==> src/rtl/core/sdta_pkg.sv <==
// Shared types, constants and microcode encodings for the speedometer display
// and trip average block. No dependencies; every other file imports it.
package sdta_pkg;

    // Field widths.
    localparam int SPEED_W = 8;
    localparam int TRIP_W  = 32;

    // Display filter group.
    localparam int GROUP_SIZE = 5;
    localparam int GSUM_W     = $clog2(GROUP_SIZE * 255 + 1);
    localparam int GCNT_W     = $clog2(GROUP_SIZE + 1);
    localparam logic [GCNT_W-1:0] GROUP_LAST = GCNT_W'(GROUP_SIZE);

    // The group mean is a multiply by a rounded-up reciprocal. Four extra
    // fraction bits keep the error below one LSB for any group size up to 16.
    localparam int MEAN_SHIFT = GSUM_W + 4;
    localparam int MEAN_MUL_W = MEAN_SHIFT + 1;
    localparam int MEAN_PROD_W = GSUM_W + MEAN_MUL_W;
    localparam logic [MEAN_MUL_W-1:0] MEAN_MUL =
        MEAN_MUL_W'((2 ** MEAN_SHIFT + GROUP_SIZE - 1) / GROUP_SIZE);

    // Reset value of the display cap register.
    localparam logic [SPEED_W-1:0] DISPLAY_MAX_RST = 8'd240;

    // Trip accumulation stops once the sum passes this value.
    localparam logic [TRIP_W-1:0] TRIP_LIMIT = 32'hFFFF_FFFF - 32'd240;

    // Speed correction y = (s*CORR_LIN + s*s*CORR_SQ + CORR_OFS) / CORR_DIV,
    // evaluated for every 8-bit speed when the design is elaborated.
    localparam int CORR_LIN = 102020;
    localparam int CORR_SQ  = 5;
    localparam int CORR_OFS = 15810;
    localparam int CORR_DIV = 100000;
    localparam int CORR_W   = 9;
    localparam int CORR_N   = 2 ** SPEED_W;

    typedef logic [CORR_W-1:0] t_corr_rom [CORR_N];

    function automatic t_corr_rom build_corr_rom();
        t_corr_rom rom;
        for (int s = 0; s < CORR_N; s++) begin
            rom[s] = CORR_W'((s * CORR_LIN + s * s * CORR_SQ + CORR_OFS) / CORR_DIV);
        end
        return rom;
    endfunction

    localparam t_corr_rom CORR_ROM = build_corr_rom();

    // Trip divider: the trip average never exceeds 255, so only the low
    // quotient bits are developed, one per step.
    localparam int DIV_STEPS = SPEED_W;
    localparam int DIV_CNT_W = $clog2(DIV_STEPS);
    localparam logic [DIV_CNT_W-1:0] DIV_LAST = DIV_CNT_W'(DIV_STEPS - 1);

    // Datapath operations of one microcode step.
    localparam int OP_W = 4;
    localparam logic [OP_W-1:0] OP_LATCH      = 4'd0;
    localparam logic [OP_W-1:0] OP_GROUP_ADD  = 4'd1;
    localparam logic [OP_W-1:0] OP_GROUP_MUL  = 4'd2;
    localparam logic [OP_W-1:0] OP_GROUP_DONE = 4'd3;
    localparam logic [OP_W-1:0] OP_TRIP_UPD   = 4'd4;
    localparam logic [OP_W-1:0] OP_DIV_INIT   = 4'd5;
    localparam logic [OP_W-1:0] OP_DIV_STEP   = 4'd6;
    localparam logic [OP_W-1:0] OP_DIV_DONE   = 4'd7;
    localparam logic [OP_W-1:0] OP_OUT_LOAD   = 4'd8;

    // Jump conditions.
    localparam int COND_W = 3;
    localparam logic [COND_W-1:0] COND_NEXT       = 3'd0;
    localparam logic [COND_W-1:0] COND_NO_REQ     = 3'd1;
    localparam logic [COND_W-1:0] COND_GROUP_OPEN = 3'd2;
    localparam logic [COND_W-1:0] COND_NO_DIV     = 3'd3;
    localparam logic [COND_W-1:0] COND_LOOP_MORE  = 3'd4;
    localparam logic [COND_W-1:0] COND_OUT_BUSY   = 3'd5;

    // Program steps.
    localparam int STEP_W = 4;
    localparam logic [STEP_W-1:0] STEP_IDLE       = 4'd0;
    localparam logic [STEP_W-1:0] STEP_GROUP_ADD  = 4'd1;
    localparam logic [STEP_W-1:0] STEP_GROUP_MUL  = 4'd2;
    localparam logic [STEP_W-1:0] STEP_GROUP_DONE = 4'd3;
    localparam logic [STEP_W-1:0] STEP_TRIP_UPD   = 4'd4;
    localparam logic [STEP_W-1:0] STEP_DIV_INIT   = 4'd5;
    localparam logic [STEP_W-1:0] STEP_DIV_STEP   = 4'd6;
    localparam logic [STEP_W-1:0] STEP_DIV_DONE   = 4'd7;
    localparam logic [STEP_W-1:0] STEP_FINISH     = 4'd8;
    localparam int NUM_STEPS = 9;

    // One control word.
    typedef struct packed {
        logic              take_input;
        logic [OP_W-1:0]   op;
        logic [COND_W-1:0] cond;
        logic [STEP_W-1:0] target;
        logic              last;
    } t_ctrl;

    // Datapath status used by the jump conditions.
    typedef struct packed {
        logic req_valid;
        logic group_full;
        logic div_go;
        logic loop_more;
        logic out_busy;
    } t_seq_stat;

endpackage

==> src/rtl/core/sdta_in_if.sv <==
// Request channel of the speedometer block: valid/ready plus one input item.
// Depends on sdta_pkg for field widths.
interface sdta_in_if
    import sdta_pkg::*;
();
    logic               valid;
    logic               ready;
    logic [SPEED_W-1:0] vehicle_speed;
    logic [SPEED_W-1:0] source_speed;
    logic               ignition_on;
    logic               clear_average;

    modport source (
        output valid, vehicle_speed, source_speed, ignition_on, clear_average,
        input  ready
    );
    modport sink (
        input  valid, vehicle_speed, source_speed, ignition_on, clear_average,
        output ready
    );
endinterface

==> src/rtl/core/sdta_out_if.sv <==
// Result channel of the speedometer block: valid/ready plus one result item.
// Depends on sdta_pkg for field widths.
interface sdta_out_if
    import sdta_pkg::*;
();
    logic               valid;
    logic               ready;
    logic [SPEED_W-1:0] display_speed;
    logic [SPEED_W-1:0] average_speed;

    modport source (
        output valid, display_speed, average_speed,
        input  ready
    );
    modport sink (
        input  valid, display_speed, average_speed,
        output ready
    );
endinterface

==> src/rtl/core/sdta_seq.sv <==
// Microcode sequencer: step counter, control store and jump logic.
// Depends on sdta_pkg for the control word, status struct and step codes.
module sdta_seq
    import sdta_pkg::*;
(
    input  logic      i_clk,
    input  logic      i_rst_n,
    input  t_seq_stat i_stat,
    output t_ctrl     o_ctrl
);

    // Control store: take_input, op, jump condition, jump target, last step.
    localparam t_ctrl UCODE [NUM_STEPS] = '{
        '{1'b1, OP_LATCH,      COND_NO_REQ,     STEP_IDLE,      1'b0},
        '{1'b0, OP_GROUP_ADD,  COND_NEXT,       STEP_IDLE,      1'b0},
        '{1'b0, OP_GROUP_MUL,  COND_GROUP_OPEN, STEP_TRIP_UPD,  1'b0},
        '{1'b0, OP_GROUP_DONE, COND_NEXT,       STEP_IDLE,      1'b0},
        '{1'b0, OP_TRIP_UPD,   COND_NO_DIV,     STEP_FINISH,    1'b0},
        '{1'b0, OP_DIV_INIT,   COND_NEXT,       STEP_IDLE,      1'b0},
        '{1'b0, OP_DIV_STEP,   COND_LOOP_MORE,  STEP_DIV_STEP,  1'b0},
        '{1'b0, OP_DIV_DONE,   COND_NEXT,       STEP_IDLE,      1'b0},
        '{1'b0, OP_OUT_LOAD,   COND_OUT_BUSY,   STEP_FINISH,    1'b1}
    };
    localparam logic [STEP_W-1:0] LAST_STEP = STEP_W'(NUM_STEPS - 1);

    logic [STEP_W-1:0] r_pc;
    logic [STEP_W-1:0] n_pc;
    t_ctrl             ctrl;
    logic              jump;

    // Fetch the control word; unused step codes behave as the idle step.
    always_comb begin
        if (r_pc <= LAST_STEP) begin
            ctrl = UCODE[r_pc];
        end else begin
            ctrl = UCODE[STEP_IDLE];
        end
    end

    // Jump condition select.
    always_comb begin
        case (ctrl.cond)
            COND_NEXT:       jump = 1'b0;
            COND_NO_REQ:     jump = !i_stat.req_valid;
            COND_GROUP_OPEN: jump = !i_stat.group_full;
            COND_NO_DIV:     jump = !i_stat.div_go;
            COND_LOOP_MORE:  jump = i_stat.loop_more;
            COND_OUT_BUSY:   jump = i_stat.out_busy;
            default:         jump = 1'b0;
        endcase
    end

    // Next step: jump target, program restart after the last step, or fall through.
    always_comb begin
        if (jump) begin
            n_pc = ctrl.target;
        end else if (ctrl.last) begin
            n_pc = STEP_IDLE;
        end else begin
            n_pc = r_pc + STEP_W'(1);
        end
    end

    always_ff @(posedge i_clk) begin
        if (!i_rst_n) begin
            r_pc <= STEP_IDLE;
        end else begin
            r_pc <= n_pc;
        end
    end

    assign o_ctrl = ctrl;

endmodule

==> src/rtl/core/speedometer_display_and_trip_average.sv <==
// Top level of the speedometer display filter and trip average block.
// Depends on sdta_pkg, sdta_in_if, sdta_out_if and sdta_seq.
//
// One request yields one result. Each request is processed by a short microcode
// program: the latch, group add and group multiply steps, the group done step
// when a display group of five completes, the trip update step, the divider
// steps when a nonzero source speed is added to the trip sum, and the finish
// step that loads the output register. The divider forms sum / count in an
// 8-step shift-subtract loop. Requests are taken one at a time; a new request is
// accepted while the previous result still waits in the output register.
// The display cap register may be written whenever no request is in flight.
module speedometer_display_and_trip_average
    import sdta_pkg::*;
(
    input  logic               i_clk,
    input  logic               i_rst_n,
    input  logic               i_cfg_wr_en,
    input  logic [SPEED_W-1:0] i_cfg_wr_data,
    sdta_in_if.sink            i_in,
    sdta_out_if.source         o_out
);

    t_ctrl     ctrl;
    t_seq_stat stat;

    // Architectural state.
    logic [SPEED_W-1:0]   r_display_max;
    logic [GSUM_W-1:0]    r_group_sum;
    logic [GCNT_W-1:0]    r_group_count;
    logic [SPEED_W-1:0]   r_display_hold;
    logic [TRIP_W-1:0]    r_trip_sum;
    logic [TRIP_W-1:0]    r_trip_count;
    logic [SPEED_W-1:0]   r_average_hold;

    // Working registers.
    logic [DIV_CNT_W-1:0] r_loop;
    logic                 r_out_valid;
    logic [SPEED_W-1:0]   r_vs;
    logic [SPEED_W-1:0]   r_src;
    logic                 r_ign;
    logic                 r_clr;
    logic [MEAN_PROD_W-1:0] r_prod;
    logic [TRIP_W-1:0]    r_rem;
    logic [SPEED_W-1:0]   r_quo;
    logic [SPEED_W-1:0]   r_out_display;
    logic [SPEED_W-1:0]   r_out_average;

    logic                 accept;
    logic                 out_busy;
    logic                 out_load;
    logic [CORR_W-1:0]    corr_raw;
    logic [SPEED_W-1:0]   corr;
    logic [TRIP_W:0]      trip_add;
    logic [TRIP_W-1:0]    trip_next;
    logic                 trip_take;
    logic [TRIP_W:0]      rem_shift;
    logic [TRIP_W:0]      rem_diff;
    logic                 quo_bit;

    sdta_seq u_seq (
        .i_clk   (i_clk),
        .i_rst_n (i_rst_n),
        .i_stat  (stat),
        .o_ctrl  (ctrl)
    );

    // Handshake and sequencer status.
    assign i_in.ready = ctrl.take_input;
    assign accept     = ctrl.take_input && i_in.valid;
    assign out_busy   = r_out_valid && !o_out.ready;
    assign out_load   = (ctrl.op == OP_OUT_LOAD) && !out_busy;

    // The divide decision is taken in the trip update step itself, from the
    // request fields and the trip sum before this step changes it.
    always_comb begin
        stat.req_valid  = i_in.valid;
        stat.group_full = (r_group_count == GROUP_LAST);
        stat.div_go     = r_ign && !r_clr && trip_take;
        stat.loop_more  = (r_loop != DIV_LAST);
        stat.out_busy   = out_busy;
    end

    // Corrected speed from the table, capped at the configured maximum.
    assign corr_raw = CORR_ROM[r_vs];
    assign corr     = (corr_raw >= {1'b0, r_display_max}) ? r_display_max
                                                         : corr_raw[SPEED_W-1:0];

    // Saturating trip sum and its freeze condition.
    assign trip_add  = {1'b0, r_trip_sum} + {{(TRIP_W+1-SPEED_W){1'b0}}, r_src};
    assign trip_next = trip_add[TRIP_W] ? {TRIP_W{1'b1}} : trip_add[TRIP_W-1:0];
    assign trip_take = (r_src != '0) && (r_trip_sum <= TRIP_LIMIT);

    // One restoring division step.
    assign rem_shift = {r_rem, r_quo[SPEED_W-1]};
    assign rem_diff  = rem_shift - {1'b0, r_trip_count};
    assign quo_bit   = !rem_diff[TRIP_W];

    // Control and architectural state.
    always_ff @(posedge i_clk) begin
        if (!i_rst_n) begin
            r_display_max  <= DISPLAY_MAX_RST;
            r_group_sum    <= '0;
            r_group_count  <= '0;
            r_display_hold <= '0;
            r_trip_sum     <= '0;
            r_trip_count   <= '0;
            r_average_hold <= '0;
            r_loop         <= '0;
            r_out_valid    <= 1'b0;
        end else begin
            if (i_cfg_wr_en) begin
                r_display_max <= i_cfg_wr_data;
            end

            case (ctrl.op)
                OP_GROUP_ADD: begin
                    r_group_sum   <= r_group_sum + GSUM_W'(corr);
                    r_group_count <= r_group_count + GCNT_W'(1);
                end
                OP_GROUP_DONE: begin
                    r_display_hold <= r_prod[MEAN_SHIFT +: SPEED_W];
                    r_group_sum    <= '0;
                    r_group_count  <= '0;
                end
                OP_TRIP_UPD: begin
                    if (!r_ign || r_clr) begin
                        r_trip_sum     <= '0;
                        r_trip_count   <= '0;
                        r_average_hold <= '0;
                    end else if (trip_take) begin
                        r_trip_sum   <= trip_next;
                        r_trip_count <= r_trip_count + TRIP_W'(1);
                    end
                end
                OP_DIV_INIT: begin
                    r_loop <= '0;
                end
                OP_DIV_STEP: begin
                    r_loop <= r_loop + DIV_CNT_W'(1);
                end
                OP_DIV_DONE: begin
                    r_average_hold <= r_quo;
                end
                default: begin
                end
            endcase

            // Output register: filled by the last step, emptied by the sink.
            if (out_load) begin
                r_out_valid <= 1'b1;
            end else if (o_out.ready) begin
                r_out_valid <= 1'b0;
            end
        end
    end

    // Payload and datapath scratch registers.
    always_ff @(posedge i_clk) begin
        if (accept) begin
            r_vs  <= i_in.vehicle_speed;
            r_src <= i_in.source_speed;
            r_ign <= i_in.ignition_on;
            r_clr <= i_in.clear_average;
        end

        case (ctrl.op)
            OP_GROUP_MUL: begin
                r_prod <= r_group_sum * MEAN_MUL;
            end
            OP_DIV_INIT: begin
                // The quotient fits in SPEED_W bits, so the high part of the
                // sum is already below the count.
                r_rem <= r_trip_sum >> SPEED_W;
                r_quo <= r_trip_sum[SPEED_W-1:0];
            end
            OP_DIV_STEP: begin
                r_rem <= quo_bit ? rem_diff[TRIP_W-1:0] : rem_shift[TRIP_W-1:0];
                r_quo <= {r_quo[SPEED_W-2:0], quo_bit};
            end
            default: begin
            end
        endcase

        if (out_load) begin
            r_out_display <= r_display_hold;
            r_out_average <= r_average_hold;
        end
    end

    assign o_out.valid         = r_out_valid;
    assign o_out.display_speed = r_out_display;
    assign o_out.average_speed = r_out_average;

endmodule

==> src/flat_wrapper.sv <==
// flat-port wrapper written by rule: the top's interface ports become plain ports
module speedometer_display_and_trip_average_flat import sdta_pkg::*;
  (i_clk, i_rst_n, i_cfg_wr_en, i_cfg_wr_data, i_in_valid, i_in_vehicle_speed, i_in_source_speed, i_in_ignition_on, i_in_clear_average, i_in_ready, o_out_valid, o_out_display_speed, o_out_average_speed, o_out_ready);
  sdta_in_if i_in_i ();
  sdta_out_if o_out_i ();
  input  logic i_clk;
  input  logic i_rst_n;
  input  logic i_cfg_wr_en;
  input  logic [SPEED_W-1:0] i_cfg_wr_data;
  input wire logic [$bits(i_in_i.valid)-1:0] i_in_valid;
  input wire logic [$bits(i_in_i.vehicle_speed)-1:0] i_in_vehicle_speed;
  input wire logic [$bits(i_in_i.source_speed)-1:0] i_in_source_speed;
  input wire logic [$bits(i_in_i.ignition_on)-1:0] i_in_ignition_on;
  input wire logic [$bits(i_in_i.clear_average)-1:0] i_in_clear_average;
  output wire logic [$bits(i_in_i.ready)-1:0] i_in_ready;
  output wire logic [$bits(o_out_i.valid)-1:0] o_out_valid;
  output wire logic [$bits(o_out_i.display_speed)-1:0] o_out_display_speed;
  output wire logic [$bits(o_out_i.average_speed)-1:0] o_out_average_speed;
  input wire logic [$bits(o_out_i.ready)-1:0] o_out_ready;
  assign i_in_i.valid = i_in_valid;
  assign i_in_i.vehicle_speed = i_in_vehicle_speed;
  assign i_in_i.source_speed = i_in_source_speed;
  assign i_in_i.ignition_on = i_in_ignition_on;
  assign i_in_i.clear_average = i_in_clear_average;
  assign i_in_ready = i_in_i.ready;
  assign o_out_valid = o_out_i.valid;
  assign o_out_display_speed = o_out_i.display_speed;
  assign o_out_average_speed = o_out_i.average_speed;
  assign o_out_i.ready = o_out_ready;
  speedometer_display_and_trip_average u_core (.i_clk(i_clk), .i_rst_n(i_rst_n), .i_cfg_wr_en(i_cfg_wr_en), .i_cfg_wr_data(i_cfg_wr_data), .i_in(i_in_i), .o_out(o_out_i));
endmodule
==> config.mk <==
export PLATFORM = sky130hd
export DESIGN_NAME = speedometer_display_and_trip_average_flat
export DESIGN_NICKNAME = d
export VERILOG_FILES = /design/src/rtl/core/sdta_pkg.sv /design/src/rtl/core/sdta_in_if.sv /design/src/rtl/core/sdta_out_if.sv /design/src/rtl/core/sdta_seq.sv /design/src/rtl/core/speedometer_display_and_trip_average.sv /design/src/flat_wrapper.sv
export SDC_FILE = /design/constraint.sdc
export NUM_CORES = 1
export LEC_CHECK = 0
export ABC_AREA = 1
export BUFFER_PORTS_ARGS = -buffer_cell sky130_fd_sc_hd__buf_2
export CAP_MARGIN = 20
export CORE_MARGIN = 3
export CORE_UTILIZATION = 29
export DETAILED_ROUTE_END_ITERATION = 12
export GPL_TIMING_DRIVEN = 0
export HOLD_SLACK_MARGIN = 0.08
export PLACE_DENSITY_LB_ADDON = 0.25
export SLEW_MARGIN = 30
export SYNTH_ARGS = -nofsm -noshare
export SYNTH_HDL_FRONTEND = slang
export SYNTH_SLANG_ARGS = --single-unit
==> constraint.sdc <==
create_clock -name i_clk -period 5.5 [get_ports i_clk]
set_clock_uncertainty 0.2 [all_clocks]
set_input_delay 0.275 -clock i_clk [delete_from_list [all_inputs] [get_ports i_clk]]
set_output_delay 0.275 -clock i_clk [all_outputs]
set_load 0.02 [all_outputs]
# Word level (Yosys, flattened, before mapping)
# Memory sizes are Yosys's and may differ from the RTL's.
# Index checks and enable logic that the tools add are counted.
# W data, S select, Z words.
dict set report word_totals {
  regBits 206
  rom_bits 2512
  mem_count 2
  out_inout_bits 18
}
dict set report op_classes {
  bitwise_logic 2
  n_mul 1
  mux 24
  n_reduce_logical 23
  addsub 7
  order_cmp 5
  eq_ne 16
}
# memory words width rd rd_ports_with_merged_regs write_ports line_no
set memory_table {}
lappend memory_table {{(name not given)} 256 9 1 0 0 speedometer_display_and_trip_average.sv:84} ;# assign corr_raw = CORR_ROM[r_vs];
lappend memory_table {{(name not given)} 16 13 1 0 0 sdta_seq.sv:34} ;# ctrl = UCODE[r_pc];
# operator n
set ops {}
lappend ops {{$mux W32} 6}
lappend ops {{$pmux W32 S2} 1}
lappend ops {{$mux W13} 3}
lappend ops {{$add A32 B8 Y33} 1}
lappend ops {{$sub A33 B32 Y33} 1}
lappend ops {{$add A32 B1 Y32 const B} 1}
lappend ops {{$le A32 B32 Y1 const B} 1}
lappend ops {{$pmux W8 S2} 2}
lappend ops {{$mul A11 B12 Y22 const B} 1}
lappend ops {{$pmux W11 S2} 1}
lappend ops {{$mux W9} 2}
lappend ops {{$eq A4 B3 Y1 const B} 4}
lappend ops {{$mux W8} 2}
lappend ops {{$pmux W3 S2} 2}
lappend ops {{$add A11 B8 Y11} 1}
lappend ops {{$reduce_bool A2 Y1} 5}
lappend ops {{$eq A3 B3 Y1 const B} 3}
lappend ops {{$ge A9 B8 Y1} 1}
lappend ops {{$ge A9 B9 Y1 const B} 1}
lappend ops {{$not A8 Y9} 1}
lappend ops {{$eq A4 B2 Y1 const B} 2}
lappend ops {{$logic_not A1 Y1} 8}
lappend ops {{$mux W4} 2}
lappend ops {{$reduce_bool A8 Y1} 1}
lappend ops {{other kinds (16)} 25}

# Depth between registers and ports, before layout
dict set report depth {
  depth_word 8
  ltp_mapped 34
}

# Modules after synthesis
# Synthesis repeated with hierarchy kept, for this count alone.
dict set report hier_totals {
  hier_cells 2468
  area_unflattened_um2 16472.0
}
# module instances cells_per_inst seq_area_each_um2 area_per_inst_um2
set by_module_without_submodules {}
lappend by_module_without_submodules {speedometer_display_and_trip_average 1 2398 4584.4 16014.1}
lappend by_module_without_submodules {sdta_seq 1 70 80.1 457.9}

# Worst setup path after synthesis
# Ideal clock, no wire load.
dict set report synth_timing {
  kind {reg2reg}
  startpoint {register u_core.r_vs[0]}
  endpoint {register u_core.r_group_sum[10]}
  required_time_ns 5.187
  slack_ns 0.962
  setup_ns 0.113
  path_stages_with_launch 33
  arrival_ns 4.224
  synth_period_minus_slack_ns 4.538
  path_cell_list {edfxtp_1 > clkinv_1 > ha_1 > inv_1 > o21ai_0 > nand2_1 > nand3_1 > nor2_1 > nand2_1 > nand3_1 > nand2_1 > inv_1 > ha_1 > nand2_1 > or2_2 > a31o_2 > nand2_1 > nand2_1 > nand2_1 > nand2_1 > nand2_1 > nand2_1 > o21ai_0 > ha_1 > inv_1 > fa_1 > nand3b_1 > nand2_1 > nand2_1 > o311ai_0 > nand3_1 > nor2_1 > nor2_1}
}
dict set report synth_via {
  elab_chain_len 8
}
# item line_no
set synth_rtl {}
lappend synth_rtl {{from (decl)} speedometer_display_and_trip_average.sv:38} ;# logic [SPEED_W-1:0] r_vs;
lappend synth_rtl {{from (signal assigned)} speedometer_display_and_trip_average.sv:160} ;# r_vs <= i_in.vehicle_speed;
lappend synth_rtl {{$not A8 Y9 (not written as such) (*)} speedometer_display_and_trip_average.sv:84}
lappend synth_rtl {{$mem_v2 Z256 W9 (*)} n/a}
lappend synth_rtl {{$mux W9 (not written as such) (*) (2 in series)} speedometer_display_and_trip_average.sv:84}
lappend synth_rtl {{$ge A9 B8 Y1} speedometer_display_and_trip_average.sv:85} ;# assign corr = (corr_raw >= {1'b0, r_display_max}) ? r_display_max
lappend synth_rtl {{$mux W8 (*)} speedometer_display_and_trip_average.sv:85}
lappend synth_rtl {{$add A11 B8 Y11 (*)} speedometer_display_and_trip_average.sv:117} ;# r_group_sum <= r_group_sum + GSUM_W'(corr);
lappend synth_rtl {{$pmux W11 S2 (*)} speedometer_display_and_trip_average.sv:115} ;# case (ctrl.op)
lappend synth_rtl {{to (signal assigned)} speedometer_display_and_trip_average.sv:117}
lappend synth_rtl {{to (decl)} speedometer_display_and_trip_average.sv:28} ;# logic [GSUM_W-1:0] r_group_sum;
# Every way passes the cells marked *; elsewhere a longest branch is shown, timed or not. The select of a mux whose other input is x is not followed.
# A chain may end at the register's enable or synchronous reset.

# Worst setup path after layout
dict set report layout_timing {
  startpoint {register u_core.r_vs[2]}
  endpoint {register u_core.r_group_sum[8]}
}
# Same word-level chain as after synthesis.

==> results.md <==
* Status: complete, no violations
* Diode count at 0
* Initial Utilization at 0.295
* Mapped Cells at around 2400
* Clk buf depth at 2
* Final nets at between 2000 and 3000
* CTS buffer count at 17
* I/O pin count at 49
* Worst slew pin tran at about 0.90 ns
* DR WL met3 at ~2400 um
* Core box area at around 55000 um^2
* Post-synthesis async set-or-reset flop share at 0
* Synth top cells by count: nand2_1, inv_1, nand3_1, nor2_1, a21oi_1
* Violation count after the first detailed-route iteration at 1339
* Critical path's largest stage delay at 0.47 ns
* Met2 wire len at 24300 um
* Design Area, Final at approximately 19000 um^2
* Startpoint types: flip-flop
* Top_reg_cell synth: dfxtp_1
* RSZ-0062 raised after global routing: no
* Sink Count at 192
* Tmin final at 5.16 ns
* H-tree depth at 4
* Final setup margin at about 0.34 ns
* Hold crit path type: primary input to flip-flop
* Final Cycle Share at 0.938
* Buffers on Ports at 47
* TritonCTS clock tree: yes
* Worst path required time at about 5.7 ns
* Yosys reg bits at 192
* Static leakage at slightly below 9 nW
* HPWL Detailed at ~42000 um
* Yosys cell types at 52
* PD cells at around 350 nW/um^2
* Critical-path top delay cell: edfxtp_1
* CP arrival at 5.40 ns
* Total power at between 6 and 7 mW
* Post-synthesis sequential area ratio at 0.286
* R2R cell count at 30
* Via/cell ratio at between 4 and 5
* Area grow syn2layout at 14.7%
* Fmax at between 0.15 and 0.2 GHz
* Pre-CTS worst setup slack at -0.0917 ns
* Ys Warns at 0
* All-layer global routing usage at 0.178
* Final ANT Viol Nets at 0
* Total Wirelength at ~52000 um
* Final setup fails at 0
* Crit-path max FO at 10
* Number of remaining DRC errors at 0
* Cell taking the most area after synthesis: nand2_1
* Post-synth EDFFs at 82
* CP dominant cell by count: nand2_1
* Hold path depth at 5
* Average wire per standard cell at between 15 and 20 um
* Fin util at 0.338
* Root Driver: clkbuf_16
* WS Path Type: flip-flop to flip-flop
* Max layer used: met4
* Final hold violations at 0
* DP Area at around 18000 um^2
* Worst-Skew Late Latency at about 0.51 ns
* Layout cells sized above 1 at 0.0665
* Post-synth net total at 2629
* Largest net degree at the start of global routing at 25
* Slew HR at 0.400
* Initial antenna violation count at 0
* Die width at approximately 240 um
* DRT Pass-1 Iters at 6
* Total grt overflow at 0
* Die ar. at approximately 59000 um^2
* Max Slew Vio Count at 0
* Max Cap Viol at 0
* Die Ht at 243 um
* Vias at 16100
* First-pass GRT wire length at approximately 83000 um
* Wire length on met1 at 23800 um
* Row count at 86
* Cells after DPL at between 3000 and 4000
* Synth area leaders: nand2_1, edfxtp_1, dfxtp_1, ha_1, inv_1
* Mean Syn Cell Area at between 6 and 7 um^2
* Critical path endpoint category: flip-flop
* Post-Syn Area at 16300 um^2
* RePlAce Congestion at 0.940
* Yosys top cell area share at 0.169
* Count leader, synth: nand2_1
* Worst VDD drop at approximately 340 uV
* Non-Filler Instances at about 3300
* Reg clk slew, reported paths at around 0.09 ns
* Vias in the first global route at between 15000 and 20000
-- logic make-up after synthesis --
group,after synthesis,synth area share
compound gates,330,0.108
flops,192,0.286
simple gates,1281,0.335
buf+inv,411,0.101
xor+xnor,36,0.0194
fa+ha+maj,174,0.149
-- path summary, 6_finish.rpt --
check | start | end | slack (ns)
max | u_core.r_vs[2] | u_core.r_group_sum[8] | 0.34
min | i_in_valid | u_core.u_seq.r_pc[3] | 0.13
max reg2reg | u_core.r_vs[2] | u_core.r_group_sum[8] | 0.34
min reg2reg | u_core.r_display_hold[2] | u_core.o_out.display_speed[2] | 0.24
-- final cells by class --
type	count	area [um^2]
Sequential cell	192	4660
Multi-Input combinational cell	1821	10000
Buffer	61	333
Clock inverter	15	223
Tap cell	748	936
Fill cell	6105	36600
Timing Repair Buffer	102	779
Inverter	350	1320
Clock buffer	17	425
-- worst max-delay path: cells and delay by family (launching register included) --
| kind | cells | cell delay, ns |
|---|---|---|
| AOI/OAI and AO/OA | 4 | 0.62 |
| xor gates and xnor gates | 1 | 0.16 |
| adders and majority gates | 3 | 0.95 |
| buffers and inverters | 4 | 0.81 |
| DFF | 1 | 0.47 |
| and+or+nand+nor | 18 | 1.88 |
-- routing by layer --
layer  track usage  up-vias
li1              -     8143
met1         0.232     7491
met2         0.293      398
met3        0.0279       77
met4        0.0740        0
met5             0        -
-- metrics by stage --
step	hold slack, ns	TNS (ns)
2_1_floorplan	0.174	0
3_3_place_gp	0.211	-34.76
3_5_place_dp	0.212	-0.173
4_1_cts	0.0942	0
5_1_grt	0.155	0
6_report	0.132	0
-- placed cells by master, fill, tap and decap left out, types with 5 or more instances in the layout --
cell / n
dlygate4sd3_1: 43
edfxtp_1: 82
inv_2: 5
nand2_2: 9
nor2_2: 9
nand2_1: 734
nand3b_1: 33
o21ai_0: 112
o211ai_1: 10
dfxtp_1: 110
a21o_1: 5
nand3_1: 200
xor2_1: 22
buf_6: 7
ha_1: 139
nand4_1: 41
fa_1: 34
xnor2_1: 14
inv_12: 7
buf_4: 19
clkbuf_16: 17
inv_1: 340
nor2_1: 199
o21bai_1: 6
a21oi_1: 174
buf_2: 65
nor3_1: 34
clkbuf_1: 23
-- flip-flops by register name (all words and copies together), names as in the netlist, 11 cells and up --
name,count
u_core.r_rem,32
u_core.r_trip_count,32
u_core.r_trip_sum,32
u_core.r_group_sum,11
-- report_power, final --
part	switching (mW)	internal [mW]	total [mW]
clock network	0.754	0.648	1.40
logic	2.11	1.15	3.26
registers	0.154	1.68	1.84
-- what timing repair did --
item | in CTS | in global routing
hold endpoints to repair | 30 | 0
hold buffers | 43 | 0
buffers inserted | 1 | 4
gates resized for setup | 1 | 5
setup endpoints to repair | 2 | 7
Power figures use the tool's default switching activity.
